File: src/rtl/core/nmea_pkg.sv
// ----------------------------------------------------------------------------
// nmea_pkg
// Shared types and constants for the NMEA sentence checker.
// ----------------------------------------------------------------------------
package nmea_pkg;

  localparam logic [7:0] CH_DOLLAR   = 8'h24;
  localparam logic [7:0] CH_STAR     = 8'h2A;
  localparam logic [7:0] CH_CR       = 8'h0D;
  localparam logic [7:0] CH_NUL      = 8'h00;
  localparam logic [7:0] LIMIT_RESET = 8'd75;

  localparam logic [23:0] CHARS_GGA = 24'h474741;
  localparam logic [23:0] CHARS_GLL = 24'h474C4C;
  localparam logic [23:0] CHARS_VTG = 24'h565447;

  localparam logic [7:0] KIND_POS_FIRST  = 8'd3;
  localparam logic [7:0] KIND_POS_SECOND = 8'd4;
  localparam logic [7:0] KIND_POS_THIRD  = 8'd5;

  typedef enum logic [5:0] {
    PH_FIRST = 6'b000001,
    PH_SUM   = 6'b000010,
    PH_HEX1  = 6'b000100,
    PH_HEX2  = 6'b001000,
    PH_DONE  = 6'b010000,
    PH_FAULT = 6'b100000
  } phase_t;

  typedef enum logic [2:0] {
    FAULT_OK        = 3'd0,
    FAULT_NO_DOLLAR = 3'd1,
    FAULT_LENGTH    = 3'd2,
    FAULT_NO_STAR   = 3'd3,
    FAULT_CHECKSUM  = 3'd4
  } fault_t;

  typedef enum logic [1:0] {
    KIND_OTHER = 2'd0,
    KIND_GGA   = 2'd1,
    KIND_GLL   = 2'd2,
    KIND_VTG   = 2'd3
  } kind_t;

  typedef struct packed {
    logic       ok;
    fault_t     fault;
    logic [7:0] sum;
    kind_t      kind;
  } result_t;

  // uppercase ASCII hex digit of a nibble
  function automatic logic [7:0] hex_digit(input logic [3:0] n);
    logic [7:0] d;
    if (n < 4'd10) begin
      d = {4'h3, n};
    end else begin
      d = 8'h37 + {4'h0, n};
    end
    return d;
  endfunction

endpackage

File: src/rtl/core/nmea_tracker.sv
// ----------------------------------------------------------------------------
// nmea_tracker
// Per-sentence state: phase, running XOR, position, type characters and
// received checksum digits. Produces the result for a terminating return.
// ----------------------------------------------------------------------------
module nmea_tracker (
  input  logic                clk,
  input  logic                rst,
  input  logic                take,
  input  logic [7:0]          rx_byte,
  input  logic [7:0]          length_limit,
  output logic                skip_next,
  output logic                fire,
  output nmea_pkg::result_t   result
);

  nmea_pkg::phase_t phase, phase_next;
  nmea_pkg::fault_t fault_latched, fault_latched_next;
  logic [7:0]  running_xor, running_xor_next;
  logic [7:0]  char_position, char_position_next;
  logic [23:0] kind_chars, kind_chars_next;
  logic [7:0]  hex_first, hex_first_next;
  logic [7:0]  hex_second, hex_second_next;
  logic        skip_next_next;

  nmea_pkg::fault_t final_fault;
  nmea_pkg::kind_t  kind_code;
  logic             is_cr;

  assign is_cr = (rx_byte == nmea_pkg::CH_CR);
  assign fire  = take && !skip_next && is_cr;

  always_comb begin
    case (phase)
      nmea_pkg::PH_FIRST: final_fault = nmea_pkg::FAULT_NO_DOLLAR;
      nmea_pkg::PH_SUM: begin
        if (({1'b0, char_position} + 9'd1) >= {1'b0, length_limit}) begin
          final_fault = nmea_pkg::FAULT_LENGTH;
        end else begin
          final_fault = nmea_pkg::FAULT_NO_STAR;
        end
      end
      nmea_pkg::PH_HEX1, nmea_pkg::PH_HEX2, nmea_pkg::PH_DONE: begin
        if (hex_first == nmea_pkg::hex_digit(running_xor[7:4]) &&
            hex_second == nmea_pkg::hex_digit(running_xor[3:0])) begin
          final_fault = nmea_pkg::FAULT_OK;
        end else begin
          final_fault = nmea_pkg::FAULT_CHECKSUM;
        end
      end
      default: final_fault = fault_latched;
    endcase
  end

  always_comb begin
    case (kind_chars)
      nmea_pkg::CHARS_GGA: kind_code = nmea_pkg::KIND_GGA;
      nmea_pkg::CHARS_GLL: kind_code = nmea_pkg::KIND_GLL;
      nmea_pkg::CHARS_VTG: kind_code = nmea_pkg::KIND_VTG;
      default:             kind_code = nmea_pkg::KIND_OTHER;
    endcase
  end

  assign result.ok    = (final_fault == nmea_pkg::FAULT_OK);
  assign result.fault = final_fault;
  assign result.sum   = (phase == nmea_pkg::PH_FIRST) ? 8'h00 : running_xor;
  assign result.kind  = kind_code;

  always_comb begin
    phase_next         = phase;
    fault_latched_next = fault_latched;
    running_xor_next   = running_xor;
    char_position_next = char_position;
    kind_chars_next    = kind_chars;
    hex_first_next     = hex_first;
    hex_second_next    = hex_second;
    skip_next_next     = skip_next;
    if (take) begin
      if (skip_next) begin
        skip_next_next = 1'b0;
      end else if (is_cr) begin
        phase_next         = nmea_pkg::PH_FIRST;
        fault_latched_next = nmea_pkg::FAULT_OK;
        running_xor_next   = 8'h00;
        char_position_next = 8'h00;
        kind_chars_next    = 24'h000000;
        hex_first_next     = 8'h00;
        hex_second_next    = 8'h00;
        skip_next_next     = 1'b1;
      end else begin
        case (char_position)
          nmea_pkg::KIND_POS_FIRST:  kind_chars_next[23:16] = rx_byte;
          nmea_pkg::KIND_POS_SECOND: kind_chars_next[15:8]  = rx_byte;
          nmea_pkg::KIND_POS_THIRD:  kind_chars_next[7:0]   = rx_byte;
          default: ;
        endcase
        case (phase)
          nmea_pkg::PH_FIRST: begin
            if (rx_byte == nmea_pkg::CH_DOLLAR) begin
              phase_next = nmea_pkg::PH_SUM;
            end else begin
              fault_latched_next = nmea_pkg::FAULT_NO_DOLLAR;
              phase_next         = nmea_pkg::PH_FAULT;
            end
          end
          nmea_pkg::PH_SUM: begin
            if (char_position >= length_limit || rx_byte == nmea_pkg::CH_NUL) begin
              fault_latched_next = nmea_pkg::FAULT_LENGTH;
              phase_next         = nmea_pkg::PH_FAULT;
            end else if (rx_byte == nmea_pkg::CH_STAR) begin
              phase_next = nmea_pkg::PH_HEX1;
            end else begin
              running_xor_next = running_xor ^ rx_byte;
            end
          end
          nmea_pkg::PH_HEX1: begin
            hex_first_next = rx_byte;
            phase_next     = nmea_pkg::PH_HEX2;
          end
          nmea_pkg::PH_HEX2: begin
            hex_second_next = rx_byte;
            phase_next      = nmea_pkg::PH_DONE;
          end
          default: ;
        endcase
        if (char_position != 8'hFF) begin
          char_position_next = char_position + 8'd1;
        end
      end
    end
  end

  always_ff @(posedge clk) begin
    if (rst) begin
      phase         <= nmea_pkg::PH_FIRST;
      fault_latched <= nmea_pkg::FAULT_OK;
      running_xor   <= 8'h00;
      char_position <= 8'h00;
      kind_chars    <= 24'h000000;
      hex_first     <= 8'h00;
      hex_second    <= 8'h00;
      skip_next     <= 1'b0;
    end else begin
      phase         <= phase_next;
      fault_latched <= fault_latched_next;
      running_xor   <= running_xor_next;
      char_position <= char_position_next;
      kind_chars    <= kind_chars_next;
      hex_first     <= hex_first_next;
      hex_second    <= hex_second_next;
      skip_next     <= skip_next_next;
    end
  end

endmodule

File: config.mk
export PLATFORM = sky130hd
export DESIGN_NAME = nmea_tracker
export DESIGN_NICKNAME = d
export VERILOG_FILES = /design/src/rtl/core/nmea_pkg.sv /design/src/rtl/core/nmea_tracker.sv
export SDC_FILE = /design/constraint.sdc
export NUM_CORES = 1
export LEC_CHECK = 0
export BUFFER_PORTS_ARGS = -buffer_cell sky130_fd_sc_hd__buf_2
export CAP_MARGIN = 10
export CORE_MARGIN = 2
export CORE_UTILIZATION = 50
export CTS_CLUSTER_DIAMETER = 50
export DETAILED_ROUTE_END_ITERATION = 8
export GPL_ROUTABILITY_DRIVEN = 0
export PLACE_DENSITY = 0.71
export SYNTH_ARGS = -nofsm -noshare
export SYNTH_HDL_FRONTEND = slang
export SYNTH_SLANG_ARGS = --single-unit
File: constraint.sdc
create_clock -name clk -period 2.35 [get_ports clk]
set_input_delay 0.235 -clock clk [delete_from_list [all_inputs] [get_ports clk]]
set_output_delay 0.235 -clock clk [all_outputs]
set_load 0.01 [all_outputs]
# After elaboration in Yosys (flattened, before gate mapping)
# Index checks and enable logic that the tools add are counted.
[classes]
addsub = 4
mul = 0
div_mod_pow = 0
order_cmp = 4
eq_ne = 22
n_shift = 0
mux = 34
bitwise = 2
reduce_logical = 26
[op_table]
columns = ["operator", "count"]
rows = [
  ["8-bit two-way mux", 16],
  ["24-bit by 23-bit == test with 1-bit output, second input constant", 3],
  ["24-bit two-way mux", 1],
  ["6-bit two-way mux", 4],
  ["6-bit one-hot mux with 4 select lines", 1],
  ["3-bit AND reduction", 6],
  ["8-bit by 3-bit == test with 1-bit output, second input constant", 2],
  ["8-bit by 6-bit == test with 1-bit output, second input constant", 2],
  ["8-bit == test", 2],
  ["6-bit by 4-bit adder with 7-bit output, first input constant", 2],
  ["7-bit two-way mux", 2],
  ["2-bit nonzero test", 7],
  ["3-bit two-way mux", 4],
  ["5-bit AND reduction", 2],
  ["8-bit by 1-bit adder with 9-bit output, second input constant", 1],
  ["9-bit by 8-bit >= comparator with 1-bit output", 1],
  ["3-bit one-hot mux with 3 select lines", 1],
  ["8-bit by 1-bit adder with 8-bit output, second input constant", 1],
  ["8-bit by 2-bit == test with 1-bit output, second input constant", 1],
  ["8-bit by 4-bit == test with 1-bit output, second input constant", 1],
  ["8-bit >= comparator", 1],
  ["8-bit zero test", 1],
  ["4-bit less-than comparator, second input constant", 2],
  ["8-bit != test, second input constant", 1],
  ["21 further kinds", 27],
]
[word_totals]
register_bits = 66
latchBits = 0
ramBits = 0
mem_bits_ro = 0
in_bits = 19
memories = 0

# Longest topological paths before layout
# Gate-level depths: netlist of run 1.
[logic_depth]
ltp_word = 8
depth_mapped = 10
mapped_depth_nobuf = 9

# Worst setup path before layout of run 1
# No wires, ideal clock.
[synth_path]
kind = "reg-to-output"
start = "reg running_xor[5]"
end = "out result[13] (netlist bit)"
t_arrival_ps = 2239
required_time_ps = 2115
path_slack_ps = -124
stages_incl_launch_ff = 10
n_path_buf = 1
cell_sequence = "dfxtp_1 > clkbuf_1 > inv_1 > ha_1 > nor2b_1 > o21ai_0 > or3b_2 > a221o_1 > o31a_1 > nor2_1"
[synth_lines]
columns = ["item", "line", "text"]
rows = [
  ["start, declared", "nmea_tracker.sv:19", "logic [7:0] running_xor, running_xor_next;"],
  ["start signal, assigned", "nmea_tracker.sv:146", "running_xor <= running_xor_next;"],
  ["end, declared", "nmea_tracker.sv:14", "output nmea_pkg::result_t result"],
]

==> key figures, run 1 <==
Logic synthesis
  – Number of synthesized register bits: 65
  – Post-synthesis xor/xnor area fraction: 0.0535
  – Post-Synth Simple-Gate Area: 0.281
  – Gate count after technology mapping: 499
  – Yosys warnings: 0
  – Post-synth top flop: dfxtp_1
  – Syn Nets: 539
  – Post-synthesis adder-cell area fraction: 0.0668
  – Post-synth ARST share: 0
  – Mux cell area share after synthesis: 0.0407
  – Complex-gate fraction of the synthesized area: 0.172
  – Synthesized area per cell: 7.88 sq um
  – Mapped cell area: 3930 sq um
  – Unique masters post-synth: 56
  – Sequential fraction of the synthesis area: 0.331
  – Number of flops mapped to enable cells by yosys: 0
  – Largest family of logic cells by synthesized area: simple AND/OR/NAND/NOR gates

Outcome
  – Status: finished, violations left
  – Failing checks: negative setup slack

STA
  – RSZ-0062 raised after global routing: true
  – Fin. Hold Viols: 0
  – Fin crit share: 1.07
  – Setup slack after layout: -0.154 ns
  – Tightest Pin Transition: 1.08 ns
  – Clk_skew: 0.00685 ns
  – Setup violations, final: 2
  – Setup_tns: -0.244 ns
  – Post-layout minimum cycle time: 2.50 ns
  – Max Clock Freq: 0.399 GHz
  – Relative slew slack: 0.274
  – Slew Viols, Final: 0

Clock tree
  – Buffers from clock root to sink, at most: 2
  – CTS H-Tree Depth: 3
  – Clk Latency, worst-skew pair: 0.35 ns
  – CTS tree: done
  – CTS sink count: 65
  – CTS buffer count: 9
  – Post-CTS Hold Fix Bufs: 0
  – Reg clk slew, reported paths: 0.07 ns
  – Root Driver: clkbuf_8

Global routing
  – Most used routing layer: met2
  – Vias in the first global route: 3677
  – Initial antenna violation count: 0
  – Global-route wire length before repair: 17400 microns
  – GRT met3 Usage: 0.0358
  – All-Layer GR Usage: 0.254
  – Grt ovf: 0
  – M2 GR Usage: 0.442
  – Largest net degree at the start of global routing: 41
  – Met1 usage: 0.317

Floorplan
  – Site Rows: 32
  – Ports: 35
  – Die area: 8590 sq um
  – Starting density of the core: 0.512
  – Die width: 92.7 microns
  – Die Span Y: 92.7 microns
  – Core area: 7690 sq um

Detailed routing
  – Iter 0 DRT Violations: 192
  – Wirelength per Cell: 15.9 microns
  – DRC errors left: 0
  – Wirelength, routed: 10500 microns
  – Vias: 3872
  – First drt pass iteration count: 5
  – Vias per inst: 5.85
  – Routed Antenna Nets: 0

Pwr
  – PwrDens: 505 nW/um^2
  – Maximum VDD drop: 0.473 mV
  – Tot Pwr: 2.47 mW
  – P_leak: 2.04 nW

Layout
  – Filler cells: 688
  – Final nets: 595
  – Design area: 4880 sq um
  – Area grow syn2layout: 24.1%
  – Fin cells: 662
  – Number of diodes: 0
  – Area of the multi-input gates: 2610 sq um
  – Layout cells sized above 1: 0.270
  – Sequential Area: 1330 sq um

Setup path
  – Crit path max fanout: 2
  – Setup CP Type: register to primary output
  – Worst setup SP type: register
  – Critical Path Sink Type: primary output
  – Arr. time, crit path: 2.27 ns
  – CP required: 2.12 ns

Job
  – Max Cap Viol: 0

Min path
  – Hold WC Path Type: input pin to register

Placement
  – Setup Slack @ Placement: -0.00413 ns
  – Cells after DPL: 630
  – DP HPWL: 7340 microns
  – Area after DPL: 4300 sq um
  – PortBufs: 34
## layout by cell type (no fill, tap or decap), types with 4 or more instances in the layout
master,instances
nor2b_1,8
dfxtp_4,5
o21ai_1,6
a311oi_1,6
xor2_1,8
nand2b_1,6
ha_1,16
dfxtp_2,8
o21ai_0,15
a21oi_1,35
nand2_1,56
nand3_1,12
buf_2,34
a31oi_1,5
inv_1,14
nor3_1,12
o211ai_1,6
clkbuf_8,10
nor2_1,50
and2_1,9
xnor2_1,14
nor4b_1,5
buf_4,43
dfxtp_1,52
and3_1,4
ha_4,5
nand4b_1,4
a22oi_1,8
mux2i_1,16
nand4_1,9
nor4_1,7
## report_power, final
group          internal (mW)  switching (mW)  leakage, nW
Sequential              1.11          0.0194        0.532
Clock                  0.630           0.462        0.113
Combinational          0.103           0.146         1.39
## worst paths after layout
kind                                                     to                     startpoint  slack, ns  depth (start not counted)
worst max-delay path                             result[13]    running_xor[4]$_SDFFE_PP0P_      -0.15                          9
worst min-delay path                 skip_next$_SDFFE_PP0P_                           take       0.16                          3
worst max register to register        phase[1]$_SDFFE_PP0P_  char_position[2]$_SDFFE_PP0P_       0.12                          8
worst min register to register  kind_chars[19]$_SDFFE_PP0P_    kind_chars[19]$_SDFFE_PP0P_       0.45                          2
## state kept, by name, indices dropped and copies added, names as in the netlist
signal         count
kind_chars        24
running_xor        8
hex_first          8
phase              6
fault_latched      2
char_position      8
hex_second         8
skip_next          1
## area by class of cell
cell class,instances,area share
clock buffer,10,0.0282
clock inverter,6,0.0185
inverter,20,0.0169
multi-input combinational,381,0.535
sequential,65,0.272
tap,102,0.0261
timing repair buffer,78,0.103
## kinds of logic (layout without fill, tap and decap cells)
| group | Yosys count | in the layout |
|---|---|---|
| AOI/OAI and AO/OA | 105 | 105 |
| xor gates and xnor gates | 24 | 24 |
| adders and majority gates | 21 | 21 |
| buffers and inverters | 53 | 114 |
| DFF | 65 | 65 |
| muxes | 16 | 16 |
| and+or+nand+nor | 215 | 215 |
## per-stage QoR
stage | hold slack (ns) | utilization
final | 0.158 | 0.635
after global routing | 0.178 | 0.635
after CTS | 0.149 | 0.620
after detailed placement | 0.448 | 0.560
after global placement | 0.436 | 0.560
after floorplan | 0.417 | -
## layer usage
layer | vias to the layer above | part of all wire
li1 | 1884 | -
met1 | 1848 | 0.45
met2 | 119 | 0.49
met3 | 21 | 0.045
met4 | 0 | 0.020
met5 | - | 0
## critical path, cell delays in order, from the launching register on
cell     delay (ns)
dfxtp_2        0.35
inv_4          0.04
ha_4           0.16
nor2b_4        0.11
o21ai_2        0.06
or3b_4         0.37
a221o_1        0.30
o31a_1         0.31
nor2_2         0.08
buf_2          0.13
## Yosys cell counts (5+ instances only)
master | instances | area, sq um
dfxtp_1 | 65 | 1300
nand2_1 | 57 | 214
nor2_1 | 53 | 199
a21oi_1 | 38 | 190
clkbuf_1 | 29 | 109
o21ai_0 | 22 | 110
ha_1 | 21 | 263
inv_1 | 20 | 75.1
mux2i_1 | 16 | 160
nor3_1 | 16 | 80.1
nand3_1 | 14 | 70.1
xnor2_1 | 14 | 123
nor2b_1 | 10 | 62.6
xor2_1 | 10 | 87.6
and2_1 | 9 | 56.3
nand4_1 | 9 | 56.3
a22oi_1 | 8 | 60.1
nor4_1 | 7 | 43.8
nor4b_1 | 7 | 61.3
a311oi_1 | 6 | 52.6
nand2b_1 | 6 | 37.5
o211ai_1 | 6 | 45.0
a31oi_1 | 5 | 31.3
## what timing repair did
item / CTS / global route
resized for setup: 48 / 26
pin swaps: 18 / 9
buffers inserted: 15 / 1
setup endpoints to repair: 4 / 13
Note: power is estimated with default switching activity, not from simulation.
==> run 2: changes to the inputs <==
--- a/config.mk
+++ b/config.mk
@@ -5,14 +5,13 @@
 export SDC_FILE = /design/constraint.sdc
 export NUM_CORES = 1
 export LEC_CHECK = 0
-export BUFFER_PORTS_ARGS = -buffer_cell sky130_fd_sc_hd__buf_2
 export CAP_MARGIN = 10
 export CORE_MARGIN = 2
 export CORE_UTILIZATION = 50
 export CTS_CLUSTER_DIAMETER = 50
 export DETAILED_ROUTE_END_ITERATION = 8
+export DONT_BUFFER_PORTS = 1
 export GPL_ROUTABILITY_DRIVEN = 0
-export PLACE_DENSITY = 0.71
 export SYNTH_ARGS = -nofsm -noshare
 export SYNTH_HDL_FRONTEND = slang
 export SYNTH_SLANG_ARGS = --single-unit
==> constraint.sdc (replaced) <==
create_clock -name clk -period 3.15 [get_ports clk]
set_input_delay 0.315 -clock clk [delete_from_list [all_inputs] [get_ports clk]]
set_output_delay 0.315 -clock clk [all_outputs]
set_load 0.01 [all_outputs]
==> run 2 against run 1 <==
  * The run now ends clean
  * Setup slack gained 0.34 ns
  * Sequential power decreased by 26%
  * Sequential share of layout area increased by 3.8 points
  * Non-clock buffer count fell by 72
  * Flip-flop and latch count unchanged
  * Combinational power down 55%
  * Routed wire length is 7.4% lower
  * Global-route usage down 1.5 points
  * Clock power is 24% lower
  * Critical endpoint unchanged
==> key figures, run 2 (synthesized netlist as in run 1, its figures left out) <==
Clock tree
  – Post-CTS Hold Fix Bufs: 0 (unchanged)
  – CTS tree: done (unchanged)
  – Reg clk slew, reported paths: 0.08 ns (was 0.07 ns)
  – CTS sink count: 65 (unchanged)
  – CTS H-Tree Depth: 3 (unchanged)
  – Root Driver: clkbuf_8 (unchanged)
  – Buffers from clock root to sink, at most: 2 (unchanged)
  – Clk Latency, worst-skew pair: 0.35 ns (about the same)
  – CTS buffer count: 9 (unchanged)

Placement
  – DP HPWL: 6970 microns (was 7340 microns)
  – PortBufs: 0 (was 34)
  – Setup Slack @ Placement: 0.453 ns (was -0.00413 ns)

Setup path
  – Crit path max fanout: 8 (was 2)
  – Critical Path Sink Type: primary output (unchanged)
  – CP required: 2.83 ns (was 2.12 ns)
  – Crit path buffers/inverters: 1 (was 2)
  – CP max stage cell: or3b_2 (was or3b_4)
  – Max stage delay on crit path: 0.50 ns (was 0.37 ns)
  – CP Cell Sequence: inv_1 > ha_1 > nor2b_1 > o21ai_0 > or3b_2 > a221o_1 > o31a_1 > nor2_1 (was inv_4 > ha_4 > nor2b_4 > o21ai_2 > or3b_4 > a221o_1 > o31a_1 > nor2_2 > buf_2)
  – CP Launch Point: running_xor[5]$_SDFFE_PP0P_ (was running_xor[4]$_SDFFE_PP0P_)
  – Delay-heaviest family, CP: simple AND/OR/NAND/NOR gates (was compound AO/OA/AOI/OAI gates)
  – Arr. time, crit path: 2.65 ns (was 2.27 ns)
  – Worst setup SP type: register (unchanged)
  – R2R Path Start: char_position[2]$_SDFFE_PP0P_ (unchanged)
  – Setup CP Type: register to primary output (unchanged)

STA
  – Fin. Hold Viols: 0 (unchanged)
  – Max Clock Freq: 0.337 GHz
  – Setup slack after layout: 0.187 ns (was -0.154 ns)
  – Relative slew slack: 0.230 (was 0.274)
  – Setup_tns: 0 ns (was -0.244 ns)
  – Post-layout minimum cycle time: 2.96 ns
  – Tightest Pin Transition: 1.15 ns (was 1.08 ns)
  – RSZ-0062 raised after global routing: false (was true)
  – Slew Viols, Final: 0 (unchanged)
  – Setup violations, final: 0 (was 2)
  – Fin crit share: 0.941
  – Clk_skew: 0.0140 ns (was 0.00685 ns)

Global routing
  – Met1 usage: 0.319 (was 0.317)
  – GRT met3 Usage: 0.0602 (was 0.0358)
  – Vias in the first global route: 3157 (was 3677)
  – Largest net degree at the start of global routing: 57 (was 41)
  – Initial antenna violation count: 0 (unchanged)
  – Most used routing layer: met2 (unchanged)
  – All-Layer GR Usage: 0.239 (was 0.254)
  – M2 GR Usage: 0.375 (was 0.442)
  – Global-route wire length before repair: 16200 microns (was 17400 microns)
  – Grt ovf: 0 (unchanged)

Outcome
  – Status: complete, no violations (was finished, violations left)

Detailed routing
  – Wirelength, routed: 9770 microns (was 10500 microns)
  – Vias per inst: 5.82 (was 5.85)
  – Iter 0 DRT Violations: 192 (unchanged)
  – Vias: 3434 (was 3872)
  – First drt pass iteration count: 4 (was 5)
  – Routed Antenna Nets: 0 (unchanged)
  – Wirelength per Cell: 16.6 microns (was 15.9 microns)
  – DRC errors left: 0 (unchanged)

Layout
  – Max reg flops: 24 (unchanged)
  – Reg with most FFs: kind_chars (unchanged)
  – Commonest non-fill, non-tap cell in the layout: dfxtp_1 (was nand2_1)
  – Area grow syn2layout: 6.59% (was 24.1%)
  – Number of diodes: 0 (unchanged)
  – Final nets: 523 (was 595)
  – Commonest non-fill, non-tap cells in the layout: 64 x dfxtp_1, 57 x nand2_1, 53 x nor2_1, 38 x a21oi_1, 22 x o21ai_0 (was 56 x nand2_1, 52 x dfxtp_1, 50 x nor2_1, 43 x buf_4, 35 x a21oi_1)
  – Layout cells sized above 1: 0.0697 (was 0.270)
  – Filler cells: 776 (was 688)

Pwr
  – PwrDens: 424 nW/um^2 (was 505 nW/um^2)
  – Maximum VDD drop: 0.363 mV (was 0.473 mV)
  – P_leak: 1.65 nW (was 2.04 nW)

Min path
  – Hold Startpoint: rst (was take)
  – Hold WC Path Type: input pin to register (unchanged)

Floorplan
  – Die area: 8590 sq um (unchanged)
  – Ports: 35 (unchanged)
  – Starting density of the core: 0.512 (unchanged)
  – Site Rows: 32 (unchanged)
  – Core area: 7690 sq um (unchanged)
  – Die Span Y: 92.7 microns (unchanged)
  – Die width: 92.7 microns (unchanged)

Job
  – Max Cap Viol: 0 (unchanged)
-- run 2: cell count changes in the layout (fill, tap and decap cells not counted), sizes merged --
cell | before | now
clkinv | 2 | 1
buf | 78 | 6
clkinvlp | 1 | 2
-- run 2: final cells by class --
cell class | instances | area [sq um] | share of cell area
Multi-Input combinational cell | 381 | 2410 | 0.576
Sequential cell | 65 | 1300 | 0.311
Clock buffer | 10 | 138 | 0.0328
Tap cell | 102 | 128 | 0.0304
Clock inverter | 6 | 88.8 | 0.0212
Inverter | 20 | 75.1 | 0.0179
Timing Repair Buffer | 6 | 45.0 | 0.0107
-- run 2: routing by layer --
metal | vias to the layer above | part of all wire
met5 | - | 0
met4 | 0 | 0.027
met3 | 21 | 0.050
met2 | 83 | 0.47
met1 | 1581 | 0.45
li1 | 1749 | -
-- run 2: what timing repair did --
item | in CTS | in global routing
resized for setup | 0 | 1
buffers inserted | 0 | 0
setup endpoints to repair | 0 | 1
-- run 2: final timing paths --
check | endpoint | slack (ns) | cells past startpoint
worst max register to register | phase[1]$_SDFFE_PP0P_ | 0.83 | 7
worst max-delay path | result[13] | 0.19 | 8
worst min-delay path | skip_next$_SDFFE_PP0P_ | 0.04 | 1
worst min register to register | kind_chars[10]$_SDFFE_PP0P_ | 0.45 | 2
-- run 2: stage by stage --
stage,power (mW),hold WS [ns],std cells,instance area (sq um),utilization
floorplan,0.967,0.427,499,3930,-
global placement,0.971,0.391,574,3960,0.516
global route,1.84,0.00936,590,4190,0.545
detailed placement,0.973,0.393,574,3960,0.516
CTS,1.78,0.0217,590,4190,0.545
finish,1.78,0.0388,590,4190,0.545
-- run 2: worst reg2reg max path, stage by stage, from the launching register on --
cell     delay [ns]
dfxtp_1        0.58
ha_1           0.25
o21a_1         0.12
o21ai_0        0.07
a221o_1        0.54
a31o_4         0.33
nor4b_2        0.25
a31o_1         0.12
-- run 2: power by group --
part / switching [mW] / leakage (nW) / internal (mW)
Clock: 0.355 / 0.109 / 0.469
Sequential: 0.0116 / 0.525 / 0.829
Combinational: 0.0635 / 1.01 / 0.0481
Total: 0.430 / 1.65 / 1.35
==> run 3: changes to the inputs <==
--- a/config.mk
+++ b/config.mk
@@ -5,6 +5,7 @@
 export SDC_FILE = /design/constraint.sdc
 export NUM_CORES = 1
 export LEC_CHECK = 0
+export ABC_AREA = 1
 export CAP_MARGIN = 10
 export CORE_MARGIN = 2
 export CORE_UTILIZATION = 50
==> run 3 against run 2 <==
  * Maximum frequency grew 1.7%
  * Register-to-register slack improved by 0.29 ns
  * Non-clock buffer count is 5 lower
  * Synthesized area grew 5.2%
  * Critical path type unchanged
==> key figures, run 3 <==
Outcome
  – Status: complete, no violations (unchanged)

STA
  – Hold slack: 0.0324 ns (was 0.0388 ns)
  – RSZ-0062 raised after global routing: false (unchanged)
  – Relative slew slack: 0.676 (was 0.230)
  – Fin. Hold Viols: 0 (unchanged)
  – Tightest Pin Transition: 0.485 ns (was 1.15 ns)
  – Clk_skew: 0.0114 ns (was 0.0140 ns)
  – Slew Viols, Final: 0 (unchanged)
  – Max Clock Freq: 0.343 GHz (was 0.337 GHz)
  – Post-layout minimum cycle time: 2.91 ns (was 2.96 ns)
  – Setup_tns: 0 ns (unchanged)
  – Fin crit share: 0.925 (was 0.941)
  – Setup violations, final: 0 (unchanged)

Global routing
  – Grt ovf: 0 (unchanged)
  – Global-route wire length before repair: 17000 microns (was 16200 microns)
  – Vias in the first global route: 3686 (was 3157)
  – Initial antenna violation count: 0 (unchanged)
  – All-Layer GR Usage: 0.243 (was 0.239)
  – Largest net degree at the start of global routing: 30 (was 57)

Floorplan
  – Die area: 9020 sq um (was 8590 sq um)
  – Ports: 35 (unchanged)
  – Starting density of the core: 0.509 (was 0.512)
  – Die width: 95.0 microns (was 92.7 microns)
  – Core area: 8130 sq um (was 7690 sq um)
  – Die Span Y: 95.0 microns (was 92.7 microns)
  – Site Rows: 33 (was 32)

Setup path
  – Crit path max fanout: 5 (was 8)
  – Worst setup SP type: register (unchanged)
  – CP required: 2.83 ns (about the same)
  – Critical Path Sink Type: primary output (unchanged)
  – Setup CP Type: register to primary output (unchanged)
  – Arr. time, crit path: 2.60 ns (was 2.65 ns)

Layout
  – Layout cells sized above 1: 0.0698 (was 0.0697)
  – Reg with most FFs: kind_chars (unchanged)
  – Number of diodes: 0 (unchanged)
  – Commonest non-fill, non-tap cell in the layout: nand2_1 (was dfxtp_1)
  – Filler cells: 854 (was 776)
  – Area of the multi-input gates: 2380 sq um (was 2410 sq um)
  – Max reg flops: 24 (unchanged)
  – Commonest non-fill, non-tap cells in the layout: 173 x nand2_1, 97 x inv_1, 87 x nor2_1, 65 x dfxtp_1, 55 x nand3_1 (was 64 x dfxtp_1, 57 x nand2_1, 53 x nor2_1, 38 x a21oi_1, 22 x o21ai_0)
  – Area grow syn2layout: 7.38% (was 6.59%)
  – Sequential Area: 1300 sq um (about the same)
  – Final nets: 695 (was 523)

Logic synthesis
  – Yosys warnings: 0 (unchanged)
  – Post-synth ARST share: 0 (unchanged)
  – Gate count after technology mapping: 654 (was 499)
  – Syn Nets: 694 (was 539)
  – Number of synthesized register bits: 65 (unchanged)
  – Area leader, netlist: dfxtp_1 (unchanged)
  – Number of flops mapped to enable cells by yosys: 0 (unchanged)
  – Unique masters post-synth: 35 (was 56)
  – Synth area leaders: dfxtp_1 31%, nand2_1 16%, inv_1 8.8%, nor2_1 7.9%, nand3_1 6.7% (was dfxtp_1 33%, ha_1 6.7%, nand2_1 5.4%, nor2_1 5.1%, a21oi_1 4.8%)
  – Mapped cell area: 4140 sq um (was 3930 sq um)
  – Synthesized area per cell: 6.33 sq um (was 7.88 sq um)
  – Post-synth top flop: dfxtp_1 (unchanged)
  – Count leader, synth: nand2_1 (was dfxtp_1)
  – Post-synth top area share: 0.314 (was 0.331)
  – Sequential fraction of the synthesis area: 0.314 (was 0.331)
  – List of most frequent post-synthesis cells: 173 x nand2_1, 97 x inv_1, 87 x nor2_1 (was 65 x dfxtp_1, 57 x nand2_1, 53 x nor2_1)

Detailed routing
  – Vias per inst: 5.17 (was 5.82)
  – Routed Antenna Nets: 0 (unchanged)
  – Vias: 3950 (was 3434)
  – Iter 0 DRT Violations: 145 (was 192)
  – Wirelength per Cell: 13.3 microns (was 16.6 microns)
  – First drt pass iteration count: 4 (unchanged)
  – DRC errors left: 0 (unchanged)
  – Wirelength, routed: 10200 microns (was 9770 microns)

Clock tree
  – CTS H-Tree Depth: 3 (unchanged)
  – Clk Latency, worst-skew pair: 0.34 ns (was 0.35 ns)
  – Buffers from clock root to sink, at most: 2 (unchanged)
  – CTS buffer count: 9 (unchanged)
  – Postcts setup bufs: 0 (unchanged)
  – CTS tree: done (unchanged)
  – Post-CTS Hold Fix Bufs: 0 (unchanged)
  – Root Driver: clkbuf_8 (unchanged)
  – Reg clk slew, reported paths: 0.08 ns (about the same)
  – Post-CTS Resized: 0 (unchanged)
  – CTS sink count: 65 (unchanged)

Placement
  – PortBufs: 0 (unchanged)
  – DP HPWL: 7680 microns (was 6970 microns)

Min path
  – Hold WC Path Type: input pin to register (unchanged)

Pwr
  – PwrDens: 426 nW/um^2 (was 424 nW/um^2)
  – P_leak: 2.03 nW (was 1.65 nW)
  – Maximum VDD drop: 0.230 mV (was 0.363 mV)

Job
  – Max Cap Viol: 0 (unchanged)
-- run 3: metal layers --
layer	vias up	track usage	part of all wire
li1	2077	-	-
met3	16	0.0447	0.036
met5	-	0	0
met4	0	0.0845	0.015
met1	1784	0.304	0.48
met2	73	0.417	0.46
-- run 3: final cells by class --
class,instances,share of cell area
multi-input combinational,476,0.536
tap,105,0.0296
clock buffer,11,0.0341
clock inverter,4,0.0172
sequential,65,0.293
inverter,102,0.0884
timing repair buffer,1,0.00169
-- run 3: power by group --
part / switching (mW) / total [mW] / internal [mW]
Clock: 0.332 / 0.818 / 0.486
Sequential: 0.0166 / 0.856 / 0.839
Combinational: 0.150 / 0.218 / 0.0678
-- run 3: worst max-delay path, cell delays in order, from the launching register on --
cell and delay, ns:
dfxtp_1 0.40, inv_1 0.12, nor3_1 0.38, xor2_1 0.18
inv_1 0.07, ha_1 0.29, nand4_1 0.08, nand3_1 0.07
nand2_1 0.05, nand2_1 0.05, nand2_1 0.04, nand2_1 0.06
nand2_1 0.05, nand2_1 0.08, nand2_1 0.12, nor2_1 0.22
-- run 3: stage by stage --
stage / util / power [mW] / worst slack, ns / area (sq um) / std cells
after detailed placement: 0.518 / 1.09 / 0.602 / 4220 / 749
after floorplan: - / 1.05 / 0.879 / 4140 / 654
after CTS: 0.546 / 1.91 / 0.207 / 4440 / 764
after global routing: 0.546 / 1.98 / 0.00962 / 4440 / 764
after global placement: 0.518 / 1.09 / 0.624 / 4220 / 749
final: 0.546 / 1.89 / 0.237 / 4440 / 764
-- run 3: worst paths after layout --
kind	from	end	slack (ns)	depth (start not counted)
setup / recovery	char_position[0]$_SDFFE_PP0P_	result[13]	0.24	15
hold / removal	rst	kind_chars[0]$_SDFFE_PP0P_	0.03	1
setup reg to reg	char_position[0]$_SDFFE_PP0P_	running_xor[6]$_SDFFE_PP0P_	1.12	13
hold reg to reg	kind_chars[22]$_SDFFE_PP0P_	kind_chars[22]$_SDFFE_PP0P_	0.45	2
-- run 3: kinds of logic after synthesis --
logic type      Yosys count  share of synthesized area
simple gates            368                      0.402
compound gates           84                      0.104
flops                    65                      0.314
buf+inv                 113                      0.110
xor+xnor                  3                    0.00635
fa+ha+maj                21                     0.0635
